## src/design/bscu_pkg.sv

```systemverilog
// Shared types, constants and arithmetic helpers for the barometric compensation unit.
// No dependencies; every design file but bscu_udiv imports this package.
package bscu_pkg;

    localparam int unsigned DataW  = 32;
    localparam int unsigned CoefW  = 48;
    localparam int unsigned IndexW = 3;

    typedef enum logic [IndexW-1:0] {
        REG_COEF_A = 3'd0,
        REG_COEF_B = 3'd1,
        REG_COEF_C = 3'd2,
        REG_COEF_D = 3'd3,
        REG_OSS    = 3'd4
    } reg_index_t;

    typedef struct packed {
        logic [15:0] raw_temperature;
        logic [18:0] raw_pressure;
    } in_beat_t;

    typedef struct packed {
        logic signed [31:0] temperature_decicelsius;
        logic signed [31:0] pressure_pascal;
        logic               divide_error;
    } out_beat_t;

    // calibration words, already extended to the datapath width
    typedef struct packed {
        logic signed [31:0] ac1;
        logic signed [31:0] ac2;
        logic signed [31:0] ac3;
        logic signed [31:0] ac4;
        logic signed [31:0] ac5;
        logic signed [31:0] ac6;
        logic signed [31:0] b1;
        logic signed [31:0] b2;
        logic signed [31:0] mc;
        logic signed [31:0] md;
        logic        [1:0]  oss;
    } coef_t;

    typedef struct packed {
        logic signed [31:0] x1;
        logic [18:0]        up;
        logic               neg;
        logic               err;
    } front_side_t;

    typedef struct packed {
        logic signed [31:0] t;
        logic               hi;
        logic               err;
    } tail_side_t;

    localparam int unsigned FrontSideW = $bits(front_side_t);
    localparam int unsigned TailSideW  = $bits(tail_side_t);

    // signed divide by four, truncating toward zero
    function automatic logic signed [31:0] div4(input logic signed [31:0] v);
        logic signed [31:0] adj;
        adj = v + (v[31] ? 32'sd3 : 32'sd0);
        return adj >>> 2;
    endfunction

endpackage

```

## src/design/bscu_front.sv

```systemverilog
// Temperature front end: scales UT, forms temperature divide magnitudes and sign.
// Depends on bscu_pkg.
module bscu_front
    import bscu_pkg::*;
(
    input  logic        clk,
    input  logic        rst_n,
    input  logic        adv,
    input  coef_t       coef,
    input  logic        in_valid,
    input  in_beat_t    in_data,
    output logic        div_valid,
    output logic [31:0] div_num,
    output logic [31:0] div_den,
    output front_side_t div_side
);

    logic               v_reg;
    logic signed [31:0] prod_reg;
    logic [18:0]        up_reg;
    logic signed [31:0] diff;
    logic signed [31:0] x1;
    logic signed [31:0] den;
    logic signed [31:0] num;

    assign diff = $signed({16'd0, in_data.raw_temperature}) - coef.ac6;

    always_ff @(posedge clk or negedge rst_n)
    begin
        if (!rst_n)
        begin
            v_reg <= 1'b0;
        end
        else if (adv)
        begin
            v_reg <= in_valid;
        end
    end

    always_ff @(posedge clk)
    begin
        if (adv)
        begin
            prod_reg <= diff * coef.ac5;
            up_reg   <= in_data.raw_pressure;
        end
    end

    always_comb
    begin
        x1            = prod_reg >>> 15;
        den           = x1 + coef.md;
        num           = coef.mc <<< 11;
        div_valid     = v_reg;
        div_num       = num[31] ? 32'(-num) : num;
        div_den       = den[31] ? 32'(-den) : den;
        div_side.x1   = x1;
        div_side.up   = up_reg;
        div_side.neg  = num[31] ^ den[31];
        div_side.err  = (den == 32'sd0);
    end

endmodule

```

## config.mk

```make
export PLATFORM = sky130hd
export DESIGN_NAME = bscu_front
export DESIGN_NICKNAME = d
export VERILOG_FILES = /design/src/design/bscu_pkg.sv /design/src/design/bscu_front.sv
export SDC_FILE = /design/constraint.sdc
export NUM_CORES = 1
export LEC_CHECK = 0
export BUFFER_PORTS_ARGS = -buffer_cell sky130_fd_sc_hd__clkbuf_2
export CAP_MARGIN = 20
export CORE_ASPECT_RATIO = 2
export CORE_UTILIZATION = 52
export CTS_CLUSTER_SIZE = 30
export DETAILED_ROUTE_END_ITERATION = 10
export PLACE_DENSITY = 0.81
export SLEW_MARGIN = 20
export SYNTH_ARGS = -nofsm -noshare
export SYNTH_HDL_FRONTEND = slang
export SYNTH_SLANG_ARGS = --single-unit
export TNS_END_PERCENT = 1
```

## constraint.sdc

```tcl
create_clock -name clk -period 4.1 [get_ports clk]
set_clock_uncertainty 0.05 [all_clocks]
set_input_delay 0.41 -clock clk [delete_from_list [all_inputs] [get_ports clk]]
set_output_delay 0.41 -clock clk [all_outputs]
set_load 0.01 [all_outputs]
```

==> results.txt <==
Worst path slowest cell: or4_1
Final Setup Violations: 50
Die outline area: 41610 sq um
Mean Syn Cell Area: 8.903 sq um
Worst R2R End: div_valid
Synth Area in Compound Gates: 6.483%
Critical path's top delay family: adder cells
Reg clk slew, reported paths: 0.07 ns
HP Start: in_data[4]
FF-to-FF path depth: 1
Count of different cell masters after synthesis: 76
GR Overflow Total: 0
Synth top area share: 38.64%
Share of layout cells above drive strength 1: 30.07%
Setup TNS: -82.33 ns
Fraction of registers with async set or reset after synthesis: 2.703%
Slew HR: 32.41%
Post-synthesis cell area: 21190 sq um
CTS root buffer: clkbuf_16
Fin crit share: 217.4%
Synth Area in XOR/XNOR: 7.664%
Cells after Synth: 2380
Critical path class: in -> reg
Sequential share of the synthesized area: 5.220%
Mux contribution to synthesized area: 0.1949%
GPL Wtd Cong: 1.006
CTS Buffer Depth: 2
Largest net degree at the start of global routing: 38
Worst setup SP type: input pin
Nets@finish: 3920
Routed via count: 19.28k
RSZ-0062 raised after global routing: true
Cts bufs inserted: 5
Final Non-Filler Cells: 3486
PortBufs: 262
Synth Flop Type: edfxtp_1
Clk sink count: 37
Antenna Cells: 0
Ports: 479
Cells after DPL: 3438
Largest area contributor in the netlist: fa_1
Hold Crit Depth: 1
Synth top area cells: fa_1 39%, ha_1 12%, inv_1 8.7%, and2_1 8.2%, edfxtp_1 5.1%
Initial antenna violation count: 3
Most common cell in the netlist: inv_1
Pre-CTS setup slack: -5.422 ns
Hold Path Class: in -> reg
GRT Resource Usage Total: 36.12%
Final hold vios: 0
Crit path largest cell delay: 0.59 ns
Max-Cap Viols: 0
Reg-to-Reg Start: div_valid
Area delta synth->final: 29.21%
Antenna-violating nets left: 0
Post-synth top cells: 491 x inv_1, 409 x fa_1, 279 x and2_1, 221 x nand2_1, 195 x ha_1
Post-synthesis register bit count: 37
Fin crit period: 8.915 ns
Ys Warns: 0
H-tree level count: 2
Worst-skew pair later-pin latency: 0.30 ns
Worst Path Arrival: 8.92 ns
DRT Pass-1 Iters: 6
First-pass GRT wire length: 110.6 mm
Slew Viols, Final: 0
Data required, critical path: 4.11 ns
Bufs and invs on worst path: 7
Fraction of the mapped netlist area in adder cells: 50.15%
Row cnt: 104
Final WL: 73.02 mm
CP max FO: 10
Die X: 144.7 um
Number of flops mapped to enable cells by yosys: 36
Cell mode on critical path: fa_1
Die Y: 287.5 um
Final HPWL DP: 60.20 mm
CORE AREA: 40210 sq um
Hold path endpoint: up_reg[4]
Number of remaining DRC errors: 0
Status: finished, violations left
DR vias/cell: 5.531
Failing checks: negative setup slack
CTS tree: built
FMAX: 0.1122 GHz
Worst-margin pin slew: 1.014 ns
Crit end category: register
Largest family of logic cells by synthesized area: adder cells
Drt initial violations: 963
Starting Density: 52.70%
Wire per inst: 20.95 um
Via count of the first global-routing pass: 21.73k
Max reg flops: 19
Post-synthesis simple-gate area fraction: 18.89%
Flop-to-flop setup slack: 3.29 ns
Worst setup margin: -4.815 ns
Worst hold slack: 0.2236 ns
-- final cells by class --
class                      count  area, sq um
tap                          530        663.1
clock inverter                 3        68.82
multi-input combinational   1740        18730
sequential                    37         1106
timing repair buffer         680         4835
clock buffer                   5        125.1
fill                        2932        12830
inverter                     491         1853
-- how the worst max path moves through the flow --
stage | slack, ns | depth (start not counted) | to | startpoint
floorplan | -4.56 | 33 | prod_reg[31] | coef[142]
global placement | -5.21 | 38 | prod_reg[31] | coef[132]
detailed placement | -5.42 | 37 | prod_reg[31] | in_data[19]
CTS | -4.72 | 33 | prod_reg[31] | coef[141]
global route | -5.14 | 39 | prod_reg[31] | in_data[19]
finish | -4.81 | 34 | prod_reg[31] | coef[145]
-- cells in the final DEF (no fill, tap or decap), types with 44 or more instances in the layout --
master	n
xnor2_1	108
nor2b_1	47
nand2_1	212
and2_1	271
ha_1	180
nor2_1	45
inv_1	482
xor2_1	44
fa_1	377
clkbuf_2	247
buf_4	382
-- kinds of logic after synthesis --
| logic type | Yosys count |
|---|---|
| DFF | 37 |
| other | 1 |
| buffers and inverters | 613 |
| xor gates and xnor gates | 176 |
| and+or+nand+nor | 740 |
| adders and majority gates | 604 |
| AOI/OAI and AO/OA | 205 |
| muxes | 4 |
-- metrics by stage --
step / utilization [%] / cell area, sq um
global route: 68.10 / 27380
detailed placement: 64.82 / 26070
global placement: 64.82 / 26070
CTS: 67.63 / 27190
finish: 68.10 / 27380
floorplan: - / 21600
-- repair_timing --
item / 4_1_cts / 5_1_grt
buffers inserted: 38 / 1
gates resized for setup: 135 / 50
cloned: 1 / 0
hold buffers: 1 / 0
setup endpoints to repair: 50 / 50
hold endpoints to repair: 1 / 0
pin swaps: 118 / 19
-- routing by layer --
metal | up-vias | track usage, % | share of wire, %
li1 | 8364 | - | -
met1 | 9470 | 31.03 | 29
met2 | 988 | 66.12 | 52
met3 | 454 | 7.518 | 6.9
met4 | 4 | 35.63 | 12
met5 | - | 0 | 0.031
Power is not shown: default switching activity piles up to over one toggle a cycle in this logic, so the estimate is an artifact.
