## src/design/bscu_pkg.sv

```systemverilog
// Shared types, constants and arithmetic helpers for the barometric compensation unit.
// No dependencies; every design file but bscu_udiv imports this package.
package bscu_pkg;

    localparam int unsigned DataW  = 32;
    localparam int unsigned CoefW  = 48;
    localparam int unsigned IndexW = 3;

    typedef enum logic [IndexW-1:0] {
        REG_COEF_A = 3'd0,
        REG_COEF_B = 3'd1,
        REG_COEF_C = 3'd2,
        REG_COEF_D = 3'd3,
        REG_OSS    = 3'd4
    } reg_index_t;

    typedef struct packed {
        logic [15:0] raw_temperature;
        logic [18:0] raw_pressure;
    } in_beat_t;

    typedef struct packed {
        logic signed [31:0] temperature_decicelsius;
        logic signed [31:0] pressure_pascal;
        logic               divide_error;
    } out_beat_t;

    // calibration words, already extended to the datapath width
    typedef struct packed {
        logic signed [31:0] ac1;
        logic signed [31:0] ac2;
        logic signed [31:0] ac3;
        logic signed [31:0] ac4;
        logic signed [31:0] ac5;
        logic signed [31:0] ac6;
        logic signed [31:0] b1;
        logic signed [31:0] b2;
        logic signed [31:0] mc;
        logic signed [31:0] md;
        logic        [1:0]  oss;
    } coef_t;

    typedef struct packed {
        logic signed [31:0] x1;
        logic [18:0]        up;
        logic               neg;
        logic               err;
    } front_side_t;

    typedef struct packed {
        logic signed [31:0] t;
        logic               hi;
        logic               err;
    } tail_side_t;

    localparam int unsigned FrontSideW = $bits(front_side_t);
    localparam int unsigned TailSideW  = $bits(tail_side_t);

    // signed divide by four, truncating toward zero
    function automatic logic signed [31:0] div4(input logic signed [31:0] v);
        logic signed [31:0] adj;
        adj = v + (v[31] ? 32'sd3 : 32'sd0);
        return adj >>> 2;
    endfunction

endpackage

```

## src/design/bscu_tail.sv

```systemverilog
// Final pressure correction polynomial and the output register.
// Depends on bscu_pkg.
module bscu_tail
    import bscu_pkg::*;
(
    input  logic        clk,
    input  logic        rst_n,
    input  logic        adv,
    input  logic        in_valid,
    input  logic [31:0] quotient,
    input  tail_side_t  side,
    output logic        out_valid,
    output out_beat_t   out_data
);

    logic               v1_reg, v2_reg, vo_reg;
    logic signed [31:0] t1_reg, t2_reg;
    logic               e1_reg, e2_reg;
    logic signed [31:0] p1_reg, p2_reg;
    logic signed [31:0] sq_reg, m7_reg, x1m_reg, x2_reg;
    out_beat_t          out_reg;

    logic signed [31:0] p, a, x1, pf;

    always_comb
    begin
        p  = side.hi ? $signed({quotient[30:0], 1'b0}) : $signed(quotient);
        a  = p >>> 8;
        x1 = x1m_reg >>> 16;
        pf = p2_reg + ((x1 + x2_reg + 32'sd3791) >>> 4);
    end

    always_ff @(posedge clk or negedge rst_n)
    begin
        if (!rst_n)
        begin
            v1_reg <= 1'b0;
            v2_reg <= 1'b0;
            vo_reg <= 1'b0;
        end
        else if (adv)
        begin
            v1_reg <= in_valid;
            v2_reg <= v1_reg;
            vo_reg <= v2_reg;
        end
    end

    always_ff @(posedge clk)
    begin
        if (adv)
        begin
            p1_reg  <= p;
            t1_reg  <= side.t;
            e1_reg  <= side.err;
            sq_reg  <= a * a;
            m7_reg  <= -32'sd7357 * p;
            p2_reg  <= p1_reg;
            t2_reg  <= t1_reg;
            e2_reg  <= e1_reg;
            x1m_reg <= sq_reg * 32'sd3038;
            x2_reg  <= m7_reg >>> 16;
            out_reg.divide_error            <= e2_reg;
            out_reg.temperature_decicelsius <= e2_reg ? 32'sd0 : t2_reg;
            out_reg.pressure_pascal         <= e2_reg ? 32'sd0 : pf;
        end
    end

    assign out_valid = vo_reg;
    assign out_data  = out_reg;

endmodule

```

## config.mk

```make
export PLATFORM = sky130hd
export DESIGN_NAME = bscu_tail
export DESIGN_NICKNAME = d
export VERILOG_FILES = /design/src/design/bscu_pkg.sv /design/src/design/bscu_tail.sv
export SDC_FILE = /design/constraint.sdc
export NUM_CORES = 2
export LEC_CHECK = 0
export BUFFER_PORTS_ARGS = -buffer_cell sky130_fd_sc_hd__buf_2
export CORE_AREA = 2 2 274 276
export CTS_CLUSTER_DIAMETER = 200
export DETAILED_ROUTE_END_ITERATION = 12
export DIE_AREA = 0 0 276 278
export SLEW_MARGIN = 10
export SYNTH_ARGS = -nofsm -noshare
export SYNTH_HDL_FRONTEND = slang
export SYNTH_SLANG_ARGS = --single-unit
```

## constraint.sdc

```tcl
create_clock -name clk -period 8.2 [get_ports clk]
set_clock_uncertainty 0.1 [all_clocks]
set_input_delay 0.41 -clock clk [delete_from_list [all_inputs] [get_ports clk]]
set_output_delay 0.41 -clock clk [all_outputs]
set_load 0.1 [all_outputs]
```

==> results_dict.tcl <==
set metrics [dict create \
    layout_setup_ws_ns 0.799 \
    design.final.nets 4230 \
    setup.worst_path.start_class "input pin" \
    finalSetupViolations 0 \
    maxSlewViolCount 0 \
    yosysTopAreaCellShare_pct 33.0 \
    r2r-start "sq_reg[2]$_DFFE_PP_" \
    worst_setup_hold_path_clk_slew_ns 0.06 \
    final_period_minus_worst_setup_slack_ns 7.40 \
    violated_checks "design-rule violations" \
    postSynthRegisterBits 275 \
    cts_made_buffers 30 \
    arrival_ns 7.63 \
    reg2reg_setup_slack_ns 2.19 \
    grt_pass1_wl_um 119000 \
    route.antenna.remaining_nets 0 \
    vias_per_cell 4.91 \
    rr_worst_depth 18 \
    dp_cells 4114 \
    chipWidth_um 276 \
    worst_slew_margin_rel_pct 36.2 \
    ys_async_sr_fraction_pct 1.09 \
    critPathSlowestCell "sky130_fd_sc_hd__fa_1" \
    routedWlPerCell_um 17.1 \
    vias 20600 \
    synthTopCellsByArea "sky130_fd_sc_hd__fa_1, sky130_fd_sc_hd__edfxtp_1, sky130_fd_sc_hd__ha_1, sky130_fd_sc_hd__inv_1, sky130_fd_sc_hd__xnor2_1" \
    synth_area_leader_cell "sky130_fd_sc_hd__fa_1" \
    antenna_found_initial 0 \
    placed_cell_area_mm2 0.0350 \
    clock_path_buffers 3 \
    clock_latency_ns 0.61 \
    cp_common_cell "sky130_fd_sc_hd__fa_1" \
    die_h_um 278 \
    grt_start_max_net_pins 157 \
    dp_hpwl_um 60500 \
    end_kind "register" \
    floorplan.die_area_mm2 0.0767 \
    weighted_congestion_reported_at_the_end_of_routability_driven_placement 0.969 \
    status "complete, but fails checks" \
    timing.hold.worst.class "in2async" \
    area_delta_synth_final_pct 11.0 \
    cts.root.buffer_cell "sky130_fd_sc_hd__clkbuf_16" \
    synth.yosys.seq_area_share_pct 25.1 \
    design.portCount 136 \
    synthDistinctLibCells 67 \
    sinks_on_the_clock_net 275 \
    routed_wl_um 72100 \
    synth_area_per_cell_um2 11.0 \
    critical_path_peak_fanout 19 \
    final_cell_area_mm2 0.0365 \
    detailed_routing_iterations_pass_1 10 \
    synth_edf_count 272 \
    h-tree-depth 1 \
    global_route.overflow_total 0 \
    drive_gt1_share_pct 8.28 \
    gr-usage-all-layers_pct 19.7 \
    yosysWarningCount 0 \
    critical_path.max_stage_delay_ns 0.54 \
    max_slew.worst_pin.slew_ns 0.957 \
    top_ff_cell_synth "sky130_fd_sc_hd__edfxtp_1" \
    netlist_area_mm2 0.0328 \
    max_cap_violations 0 \
    setup_repair_after_global_routing_missed_its_margin "false" \
    final_hold_viol_count 0 \
    std_cell_rows 100 \
    max_ffs_per_register 65 \
    detail_route.iter0.violations 1271 \
    timing.rr.end "x1m_reg[31]$_DFFE_PP_" \
    timing.final.crit_share_pct 90.3 \
    cts_tree "done" \
    synth_cells 2991 \
    grt_pass1_vias 22000 \
    stdcell_count 4206 \
    finalSetupTns_ns 0 \
    core_region_area_mm2 0.0738 \
    achievable-frequency_ghz 0.135 \
    drc 20 \
    layout_common_cells "sky130_fd_sc_hd__inv_1, sky130_fd_sc_hd__fa_1, sky130_fd_sc_hd__ha_1" \
    start_util_pct 44.5 \
    post-cts-setup-buffers 0 \
    crit_required_ns 8.43 \
    portBuffers 135 \
    most_frequent_standard_cell_in_the_layout_excluding_fill_and_tap_cells "sky130_fd_sc_hd__inv_1" \
    path_class "in2reg" \
    pre_cts_setup_slack_ns 0.222 \
]
## how the worst max path moves through the flow
stage	start	endpoint	slack, ns	cells past startpoint
after detailed placement	side[1]	sq_reg[28]$_DFFE_PP_	0.22	26
after CTS	side[1]	sq_reg[28]$_DFFE_PP_	0.83	26
after floorplan	side[1]	sq_reg[29]$_DFFE_PP_	0.22	29
after global placement	side[1]	sq_reg[30]$_DFFE_PP_	0.24	26
after global routing	side[1]	sq_reg[28]$_DFFE_PP_	0.38	26
final	side[1]	sq_reg[28]$_DFFE_PP_	0.80	26
## synthesized netlist by cell type, types with 4 or more instances
master and count:
sky130_fd_sc_hd__a211oi_1 11, sky130_fd_sc_hd__a21o_1 46, sky130_fd_sc_hd__a21oi_1 71, sky130_fd_sc_hd__a31oi_1 10
sky130_fd_sc_hd__and2_1 6, sky130_fd_sc_hd__and3_1 10, sky130_fd_sc_hd__buf_2 4, sky130_fd_sc_hd__clkbuf_1 32
sky130_fd_sc_hd__clkinv_1 7, sky130_fd_sc_hd__edfxtp_1 272, sky130_fd_sc_hd__fa_1 541, sky130_fd_sc_hd__ha_1 407
sky130_fd_sc_hd__inv_1 837, sky130_fd_sc_hd__mux2_2 4, sky130_fd_sc_hd__mux2i_1 30, sky130_fd_sc_hd__nand2_1 146
sky130_fd_sc_hd__nand2b_1 11, sky130_fd_sc_hd__nand3_1 18, sky130_fd_sc_hd__nand4_1 5, sky130_fd_sc_hd__nor2_1 176
sky130_fd_sc_hd__nor2b_1 42, sky130_fd_sc_hd__nor3_1 21, sky130_fd_sc_hd__o211ai_1 5, sky130_fd_sc_hd__o21a_1 21
sky130_fd_sc_hd__o21ai_0 32, sky130_fd_sc_hd__o21bai_1 9, sky130_fd_sc_hd__or2_2 8, sky130_fd_sc_hd__or3_1 5
sky130_fd_sc_hd__xnor2_1 103, sky130_fd_sc_hd__xor2_1 39
## cell families (layout without fill, tap and decap cells)
logic type	Yosys count	after routing	synth area share (%)
adders and majority gates	949	949	48.5
buffers and inverters	883	1127	10.1
and+or+nand+nor	458	458	6.18
DFF	275	275	25.1
AOI/OAI and AO/OA	246	246	5.17
xor gates and xnor gates	142	142	3.79
muxes	36	36	1.13
other	2	4	0.0229
## metal layers
metal,share of wire [%],up-vias,track usage [%]
li1,-,9741,-
met1,44,10300,27.3
met2,48,501,32.9
met3,5.9,91,3.01
met4,2.3,0,4.41
met5,0,-,0
## critical path, delay by kind of cell
| family | cells | cell delay, ns |
|---|---|---|
| and+or+nand+nor | 4 | 0.93 |
| buffers and inverters | 9 | 1.38 |
| adders and majority gates | 8 | 3.84 |
| AOI/OAI and AO/OA | 4 | 0.81 |
| muxes | 1 | 0.25 |
## final cells by class
type                       instances  area, µm²
fill                            6896      37300
inverter                         846       3180
antenna                            1       2.50
timing repair buffer             225       1460
clock inverter                    25        335
tap                              969       1210
multi-input combinational       1834      21300
clock buffer                      31        754
sequential                       275       8240
## stage by stage
step,hold WS (ns),util (%)
2_1_floorplan,0.0144,-
3_5_place_dp,0.110,47.5
3_3_place_gp,0.108,47.5
6_report,0.0634,49.4
4_1_cts,0.00551,49.4
5_1_grt,0.0496,49.4
## repair_timing
item                                   4_1_cts  5_1_grt
resized for setup                            0        0
endpoints found under the hold margin       37        0
hold buffers                                35        0
Power is not shown: default switching activity piles up to over one toggle a cycle in this logic, so the estimate is an artifact.
